## src/hdl/dlp_pkg.sv

```systemverilog
// Shared types, codes and constants for the decimal list parser.
`timescale 1ns / 1ps
`default_nettype none
package dlp_pkg;

	// Field widths
	localparam int NUM_W   = 30;
	localparam int CNT_W   = 16;
	localparam int KIND_W  = 2;
	localparam int CODE_W  = 3;
	localparam int DC_W    = 4;
	localparam int PROD_W  = 34;

	// Result kinds
	localparam logic [KIND_W-1:0] KIND_VALUE = 2'd0;
	localparam logic [KIND_W-1:0] KIND_DONE  = 2'd1;
	localparam logic [KIND_W-1:0] KIND_ERROR = 2'd2;

	// Error codes
	localparam logic [CODE_W-1:0] ERR_NONE    = 3'd0;
	localparam logic [CODE_W-1:0] ERR_ILLEGAL = 3'd1;
	localparam logic [CODE_W-1:0] ERR_RANGE   = 3'd2;
	localparam logic [CODE_W-1:0] ERR_DIGITS  = 3'd3;
	localparam logic [CODE_W-1:0] ERR_COUNT   = 3'd4;

	// Character codes
	localparam logic [7:0] CH_COMMA = 8'h2C;
	localparam logic [7:0] CH_SPACE = 8'h20;
	localparam logic [7:0] CH_LF    = 8'h0A;
	localparam logic [7:0] CH_CR    = 8'h0D;
	localparam logic [7:0] CH_ZERO  = 8'h30;
	localparam logic [7:0] CH_NINE  = 8'h39;

	localparam logic [DC_W-1:0] MAX_DIGITS = 4'd9;

	// Register reset values and indexes
	localparam logic [NUM_W-1:0] MIN_RESET   = 30'd0;
	localparam logic [NUM_W-1:0] MAX_RESET   = 30'd999999999;
	localparam logic [CNT_W-1:0] COUNT_RESET = 16'd65535;
	localparam logic [1:0] REG_MIN   = 2'd0;
	localparam logic [1:0] REG_MAX   = 2'd1;
	localparam logic [1:0] REG_COUNT = 2'd2;

	// Result queue
	localparam int FIFO_DEPTH = 4;
	localparam int PTR_W      = 2;
	localparam int FCNT_W     = 3;

	typedef struct packed {
		logic [NUM_W-1:0] min_value;
		logic [NUM_W-1:0] max_value;
		logic [CNT_W-1:0] max_count;
	} cfg_t;

	typedef struct packed {
		logic [KIND_W-1:0] kind;
		logic [NUM_W-1:0]  number;
		logic [CODE_W-1:0] error_code;
		logic [CNT_W-1:0]  value_index;
		logic              last_of_run;
	} result_t;

	// Up to two results per input word, r0 first
	typedef struct packed {
		logic [1:0] n;
		result_t    r0;
		result_t    r1;
	} push_t;

	function automatic result_t mk_result(input logic [KIND_W-1:0] kind,
		input logic [NUM_W-1:0] number, input logic [CODE_W-1:0] code,
		input logic [CNT_W-1:0] index);
		result_t r;
		r.kind        = kind;
		r.number      = number;
		r.error_code  = code;
		r.value_index = index;
		r.last_of_run = 1'b0;
		return r;
	endfunction

endpackage
`default_nettype wire

```

## src/hdl/decimal_list_parser_with_limits.sv

```systemverilog
// Top level of the decimal list parser: config registers, parser, result queue.
//
//  channel | direction | handshake          | payload
//  --------+-----------+--------------------+-------------------------------------------
//  in      | input     | in_valid/in_ready  | text_byte, end_of_input
//  out     | output    | out_valid/out_ready| kind, number, error_code, value_index,
//          |           |                    | last_of_run
//  apb     | input     | psel/penable/pready| paddr, pwrite, pwdata, prdata
//
// One input word per cycle while in_ready is high; each word is parsed in the cycle it is accepted.
// Results enter a four-entry queue and leave one per cycle while out_ready is high, so a word
// that yields two results (end of input after a valid pending number) fills two queue entries.
// in_ready drops only while the queue holds more than two results.
// Reset clears parse state, queue and registers; no clearing pass.
`timescale 1ns / 1ps
`default_nettype none
module decimal_list_parser_with_limits (
	input  wire logic        clk,
	input  wire logic        arst_n,
	// input stream
	input  wire logic        in_valid,
	output logic             in_ready,
	input  wire logic [7:0]  text_byte,
	input  wire logic        end_of_input,
	// result stream
	output logic             out_valid,
	input  wire logic        out_ready,
	output logic [1:0]       kind,
	output logic [29:0]      number,
	output logic [2:0]       error_code,
	output logic [15:0]      value_index,
	output logic             last_of_run,
	// config port
	input  wire logic        psel,
	input  wire logic        penable,
	input  wire logic        pwrite,
	input  wire logic [3:0]  paddr,
	input  wire logic [31:0] pwdata,
	output logic [31:0]      prdata,
	output logic             pready
);

	dlp_pkg::cfg_t     cfg_q;
	dlp_pkg::push_t    push;
	dlp_pkg::result_t  head;
	logic              fire, room, cfg_wr;
	logic [1:0]        reg_idx;

	assign pready   = 1'b1;
	assign reg_idx  = paddr[3:2];
	assign cfg_wr   = psel && penable && pwrite;
	assign in_ready = room;
	assign fire     = in_valid && room;

	// Config registers
	always_ff @(posedge clk or negedge arst_n) begin
		if (!arst_n) begin
			cfg_q.min_value <= dlp_pkg::MIN_RESET;
			cfg_q.max_value <= dlp_pkg::MAX_RESET;
			cfg_q.max_count <= dlp_pkg::COUNT_RESET;
		end else if (cfg_wr) begin
			case (reg_idx)
				dlp_pkg::REG_MIN:   cfg_q.min_value <= pwdata[29:0];
				dlp_pkg::REG_MAX:   cfg_q.max_value <= pwdata[29:0];
				dlp_pkg::REG_COUNT: cfg_q.max_count <= pwdata[15:0];
				default: ;
			endcase
		end
	end

	// Readback
	always_comb begin
		case (reg_idx)
			dlp_pkg::REG_MIN:   prdata = {2'b0, cfg_q.min_value};
			dlp_pkg::REG_MAX:   prdata = {2'b0, cfg_q.max_value};
			dlp_pkg::REG_COUNT: prdata = {16'b0, cfg_q.max_count};
			default:            prdata = '0;
		endcase
	end

	dlp_core u_core (
		.clk          (clk),
		.arst_n       (arst_n),
		.fire         (fire),
		.text_byte    (text_byte),
		.end_of_input (end_of_input),
		.cfg          (cfg_q),
		.push         (push)
	);

	dlp_fifo u_fifo (
		.clk       (clk),
		.arst_n    (arst_n),
		.push      (push),
		.room      (room),
		.out_valid (out_valid),
		.out_ready (out_ready),
		.head      (head)
	);

	assign kind        = head.kind;
	assign number      = head.number;
	assign error_code  = head.error_code;
	assign value_index = head.value_index;
	assign last_of_run = head.last_of_run;

endmodule
`default_nettype wire

```

## src/hdl/dlp_core.sv

```systemverilog
// Parse state and per-byte result logic of the decimal list parser.
`timescale 1ns / 1ps
`default_nettype none
module dlp_core (
	input  wire logic                         clk,
	input  wire logic                         arst_n,
	input  wire logic                         fire,
	input  wire logic [7:0]                   text_byte,
	input  wire logic                         end_of_input,
	input  wire dlp_pkg::cfg_t                cfg,
	output dlp_pkg::push_t                    push
);

	logic [dlp_pkg::NUM_W-1:0]  acc_q, acc_d;
	logic [dlp_pkg::DC_W-1:0]   dc_q, dc_d;
	logic [dlp_pkg::CNT_W-1:0]  vs_q, vs_d;
	logic                       err_q, err_d;

	logic                        pending, below_min, full, fin_err, is_sep, is_digit;
	logic [dlp_pkg::CNT_W-1:0]   vs_inc, vs_after;
	logic [dlp_pkg::CODE_W-1:0]  fin_code;
	logic [3:0]                  digit;
	logic [dlp_pkg::PROD_W-1:0]  acc_w, prod;
	dlp_pkg::result_t            fin_res;

	// Finishing the pending number
	assign pending   = dc_q != '0;
	assign below_min = acc_q < cfg.min_value;
	assign full      = vs_q >= cfg.max_count;
	assign fin_err   = pending && (below_min || full);
	assign fin_code  = below_min ? dlp_pkg::ERR_RANGE : dlp_pkg::ERR_COUNT;
	assign vs_inc    = vs_q + 16'd1;
	assign vs_after  = (pending && !fin_err) ? vs_inc : vs_q;
	assign fin_res   = fin_err
		? dlp_pkg::mk_result(dlp_pkg::KIND_ERROR, '0, fin_code, vs_q)
		: dlp_pkg::mk_result(dlp_pkg::KIND_VALUE, acc_q, dlp_pkg::ERR_NONE, vs_inc);

	// Byte classes and next accumulator (x10 as two shifts)
	assign is_sep   = (text_byte == dlp_pkg::CH_COMMA) || (text_byte == dlp_pkg::CH_SPACE)
		|| (text_byte == dlp_pkg::CH_LF) || (text_byte == dlp_pkg::CH_CR);
	assign is_digit = (text_byte >= dlp_pkg::CH_ZERO) && (text_byte <= dlp_pkg::CH_NINE);
	assign digit    = text_byte[3:0];
	assign acc_w    = {4'b0, acc_q};
	assign prod     = (acc_w << 3) + (acc_w << 1) + {30'b0, digit};

	// Next state and results
	always_comb begin
		acc_d = acc_q;
		dc_d  = dc_q;
		vs_d  = vs_q;
		err_d = err_q;
		push  = '0;
		if (fire) begin
			if (end_of_input) begin
				if (!err_q) begin
					if (pending && fin_err) begin
						push.r0 = fin_res;
						push.n  = 2'd1;
					end else if (pending) begin
						push.r0 = fin_res;
						push.r1 = dlp_pkg::mk_result(dlp_pkg::KIND_DONE, '0,
							dlp_pkg::ERR_NONE, vs_after);
						push.n  = 2'd2;
					end else begin
						push.r0 = dlp_pkg::mk_result(dlp_pkg::KIND_DONE, '0,
							dlp_pkg::ERR_NONE, vs_q);
						push.n  = 2'd1;
					end
				end
				acc_d = '0;
				dc_d  = '0;
				vs_d  = '0;
				err_d = 1'b0;
			end else if (!err_q) begin
				if (is_sep) begin
					acc_d = '0;
					dc_d  = '0;
					vs_d  = vs_after;
					err_d = fin_err;
					if (pending) begin
						push.r0 = fin_res;
						push.n  = 2'd1;
					end
				end else if (!is_digit) begin
					push.r0 = dlp_pkg::mk_result(dlp_pkg::KIND_ERROR, '0,
						dlp_pkg::ERR_ILLEGAL, vs_q);
					push.n  = 2'd1;
					err_d   = 1'b1;
				end else if (dc_q >= dlp_pkg::MAX_DIGITS) begin
					push.r0 = dlp_pkg::mk_result(dlp_pkg::KIND_ERROR, '0,
						dlp_pkg::ERR_DIGITS, vs_q);
					push.n  = 2'd1;
					err_d   = 1'b1;
				end else begin
					acc_d = prod[dlp_pkg::NUM_W-1:0];
					dc_d  = dc_q + 4'd1;
					if (prod > {4'b0, cfg.max_value}) begin
						push.r0 = dlp_pkg::mk_result(dlp_pkg::KIND_ERROR, '0,
							dlp_pkg::ERR_RANGE, vs_q);
						push.n  = 2'd1;
						err_d   = 1'b1;
					end
				end
			end
		end
		// flag the final result of this word
		if (push.n == 2'd1) push.r0.last_of_run = 1'b1;
		if (push.n == 2'd2) push.r1.last_of_run = 1'b1;
	end

	// State registers
	always_ff @(posedge clk or negedge arst_n) begin
		if (!arst_n) begin
			acc_q <= '0;
			dc_q  <= '0;
			vs_q  <= '0;
			err_q <= 1'b0;
		end else begin
			acc_q <= acc_d;
			dc_q  <= dc_d;
			vs_q  <= vs_d;
			err_q <= err_d;
		end
	end

endmodule
`default_nettype wire

```

## src/hdl/dlp_fifo.sv

```systemverilog
// Four-entry result queue: up to two writes and one read per cycle.
`timescale 1ns / 1ps
`default_nettype none
module dlp_fifo (
	input  wire logic             clk,
	input  wire logic             arst_n,
	input  wire dlp_pkg::push_t   push,
	output logic                  room,
	output logic                  out_valid,
	input  wire logic             out_ready,
	output dlp_pkg::result_t      head
);

	dlp_pkg::result_t             mem_q [dlp_pkg::FIFO_DEPTH];
	logic [dlp_pkg::PTR_W-1:0]    wr_ptr_q, rd_ptr_q, wr_ptr1;
	logic [dlp_pkg::FCNT_W-1:0]   count_q;
	logic                         pop;

	assign out_valid = count_q != '0;
	assign pop       = out_valid && out_ready;
	assign room      = count_q <= dlp_pkg::FCNT_W'(dlp_pkg::FIFO_DEPTH - 2);
	assign head      = mem_q[rd_ptr_q];
	assign wr_ptr1   = wr_ptr_q + 2'd1;

	// Storage
	always_ff @(posedge clk) begin
		if (push.n != 2'd0) mem_q[wr_ptr_q] <= push.r0;
		if (push.n == 2'd2) mem_q[wr_ptr1] <= push.r1;
	end

	// Pointers and fill level
	always_ff @(posedge clk or negedge arst_n) begin
		if (!arst_n) begin
			wr_ptr_q <= '0;
			rd_ptr_q <= '0;
			count_q  <= '0;
		end else begin
			wr_ptr_q <= wr_ptr_q + push.n;
			rd_ptr_q <= rd_ptr_q + {1'b0, pop};
			count_q  <= count_q + {1'b0, push.n} - {2'b0, pop};
		end
	end

endmodule
`default_nettype wire

```

## config.mk

```make
export PLATFORM = sky130hd
export DESIGN_NAME = decimal_list_parser_with_limits
export DESIGN_NICKNAME = d
export VERILOG_FILES = /design/src/hdl/dlp_pkg.sv /design/src/hdl/decimal_list_parser_with_limits.sv /design/src/hdl/dlp_core.sv /design/src/hdl/dlp_fifo.sv
export SDC_FILE = /design/constraint.sdc
export NUM_CORES = 1
export LEC_CHECK = 0
export BUFFER_PORTS_ARGS = -buffer_cell sky130_fd_sc_hd__buf_2
export CAP_MARGIN = 20
export CORE_MARGIN = 2
export CORE_UTILIZATION = 30
export CTS_CLUSTER_DIAMETER = 50
export CTS_CLUSTER_SIZE = 30
export DETAILED_ROUTE_END_ITERATION = 12
export PLACE_DENSITY = 0.56
export SETUP_SLACK_MARGIN = 0.4
export SYNTH_ARGS = -nofsm -noshare
export SYNTH_HDL_FRONTEND = slang
export SYNTH_HIERARCHICAL = 1
export SYNTH_SLANG_ARGS = --single-unit
```

## constraint.sdc

```tcl
create_clock -name clk -period 10.42 [get_ports clk]
set_clock_uncertainty 0.2 [all_clocks]
set_input_delay 1.042 -clock clk [delete_from_list [all_inputs] [get_ports clk]]
set_output_delay 1.042 -clock clk [all_outputs]
set_load 0.05 [all_outputs]
```

==> flow_summary.yaml <==
synthesis:
  ys.flop_type: "edfxtp_1"
  synth.avg_cell_area_sq_um: 11.9
  yosysSeqAreaShare: 0.439
  yosysMostFrequentCell: "mux2_2"
  yosys_warnings: 6
  syn_area_sq_um: 22000
  synth-seq-cells: 342
  syn_inst: 1844
  synth_commonest_cells: "mux2_2 (245), edfxtp_1 (208), ha_1 (141), inv_1 (120), nand2_1 (117)"
  synthArstFlopShare: 0.392
  synth_edf_count: 208
  yosysUniqueCellTypes: 88
  ys_top_cells_by_area: "edfxtp_1 (28%), mux2_2 (13%), dfrtp_1 (11%)"
  synth_top_area_share: 0.284
  synth_top_cell_by_area: "edfxtp_1"
sta:
  setup_tns_ns: 0
  holdWs_ns: 0.302
  hold_viol: 0
  fmax_mhz: 121
  rsz0062_at_grt: "no"
  setup_viol: 0
  layout_min_cycle_time_ns: 8.27
  slew_violations: 0
  finalCritPeriodShare: 0.793
  slew_headroom: 0.280
  fin_ws_ns: 2.15
  worstMarginPinSlew_ns: 1.08
floorplanning:
  pin_count: 139
  die_x_microns: 275
  core_area_sq_um: 72700
  start_util: 0.302
  rows: 99
  dieArea_sq_um: 75400
  fp.dieH_microns: 275
clock_network:
  cts_root_buf: "clkbuf_16"
  clock-sinks: 342
  htreeDepth: 2
  cts_resized: 0
  clockBufferDepth: 3
  clk_latency_ns: 0.60
  cts_tree: "yes"
  cts_hold_buf: 0
  clk_pin_slew_ns: 0.07
  cts_setup_buffers: 0
  cts_buffers: 47
pwr:
  vdd_ir_drop_max_mv: 0.118
  total_power_mw: 5.99
  power_leakage_nw: 10.5
  power.density_nw_per_um2: 239
hold_path:
  holdCritPathClass: "in2async"
final_layout:
  fill_cells: 7187
  n_antenna_cell: 0
  area_growth_pct: 13.9
  layout.nets: 2139
  drive_above_1_share: 0.323
run:
  drv_cap: 0
placement:
  gp_congestion: 0.890
  port_buffers: 131
  detailedPlace.worstSlack_ns: 1.59
  dp_hpwl_microns: 42900
global_routing:
  antenna_found_initial: 4
  grt_use_total: 0.159
  grt_pass1_vias: 15148
  grt_pass1_wl_microns: 91800
  grt_max_degree: 80
  gr-total-overflow: 0
route:
  drc: 0
  routed-via-count: 14877
  drtIter0Drc: 1015
  ant_nets: 0
  first_pass_iters: 5
  viasPerCell: 5.06
  wl_per_cell_microns: 20.7
  postRouteWirelength_microns: 60800
critical_path:
  startpoint_type: "input pin"
  end_kind: "register"
  critPathArrivalTime_ns: 8.35
  critPathRequiredTime_ns: 10.50
  path_class: "in2reg"
  cp_max_fo: 30
outcome:
  status: "complete, no violations"
-- layout by cell type (no fill, tap or decap), types with 17 or more instances in the layout --
cell type	n
mux2_2	245
edfxtp_1	208
ha_1	141
buf_2	130
inv_1	120
nand2_1	117
dfrtp_1	95
nor2_1	79
o21ai_0	72
a21oi_1	69
mux4_2	52
clkbuf_16	47
nand3_1	42
mux2_4	40
conb_1	37
dfstp_2	37
mux2i_1	35
and2_1	35
xnor2_1	34
nand4_1	24
o31ai_1	24
buf_4	19
a211oi_1	17
-- worst paths after layout --
| kind | startpoint | endpoint | slack, ns | depth (start not counted) |
|---|---|---|---|---|
| max in group asynchronous | arst_n | cfg_q[46] | 8.43 | 2 |
| max | text_byte[3] | u_fifo/mem_q[2][35] | 2.15 | 24 |
| max reg2reg | u_core/acc_q[2] | u_fifo/mem_q[2][35] | 2.27 | 23 |
| min | arst_n | cfg_q[66] | 0.30 | 1 |
| min in group clk | cfg_q[50] | cfg_q[50] | 0.33 | 1 |
| min reg2reg | cfg_q[50] | cfg_q[50] | 0.33 | 1 |
-- critical path: stages --
cell       delay, ns
buf_2           0.10
inv_1           0.11
fa_1            0.54
fa_1            0.48
nor2b_1         0.23
o2111ai_1       0.19
a211oi_1        0.47
o31ai_1         0.22
o21ai_0         0.28
xor2_1          0.24
ha_1            0.29
a21oi_1         0.17
nand2_1         0.07
a21oi_1         0.36
nand4_1         0.21
o211ai_1        0.21
o211ai_1        0.22
nor4b_4         0.32
buf_4           0.31
o21ai_1         0.32
and4bb_2        0.63
buf_4           0.46
o21bai_4        0.48
buf_12          0.31
-- power breakdown --
part,switching (mW),total [mW],leakage [nW],internal (mW)
registers,0.274,1.94,3.56,1.67
clock network,0.702,1.69,0.801,0.992
logic,1.52,2.35,6.13,0.827
total,2.50,5.99,10.5,3.49
-- state kept, by name, summed over array words and instances (netlist names) --
signal,cells
u_fifo/mem_q,208
cfg_q,76
u_core/acc_q,30
u_core/vs_q,16
u_core/dc_q,4
u_fifo/count_q,3
u_fifo/rd_ptr_q,2
u_fifo/wr_ptr_q,2
u_core/err_q,1
-- layer usage --
layer / wire, microns / track usage
met4: 1710 / 0.0508
met5: 0 / 0
met1: 28300 / 0.222
met3: 3650 / 0.0308
met2: 27100 / 0.250
-- kinds of logic after synthesis --
group / synth area share
AND/OR/NAND/NOR: 0.0885
multiplexers: 0.222
flip-flops: 0.439
AO/OA/AOI/OAI: 0.0886
buffers and inverters: 0.0597
adder cells (fa/ha/maj): 0.0830
XOR/XNOR: 0.0183
other: 0.000513
-- metrics by stage --
stage / std cells / area (sq um) / utilization
final: 2940 / 25000 / 0.344
after global placement: 2853 / 23400 / 0.321
after floorplan: 1878 / 22100 / -
after CTS: 2940 / 25000 / 0.344
after detailed placement: 2853 / 23400 / 0.321
after global routing: 2940 / 25000 / 0.344
-- final cells by class --
type / instances / area [sq um] / share of cell area
sequential: 342 / 9650 / 0.386
multi-input combinational: 1279 / 11200 / 0.447
clock inverter: 36 / 469 / 0.0187
timing repair buffer: 153 / 865 / 0.0345
inverter: 120 / 450 / 0.0180
tap: 959 / 1200 / 0.0479
clock buffer: 51 / 1190 / 0.0476
No activity file was read; power rests on OpenSTA's default activity.
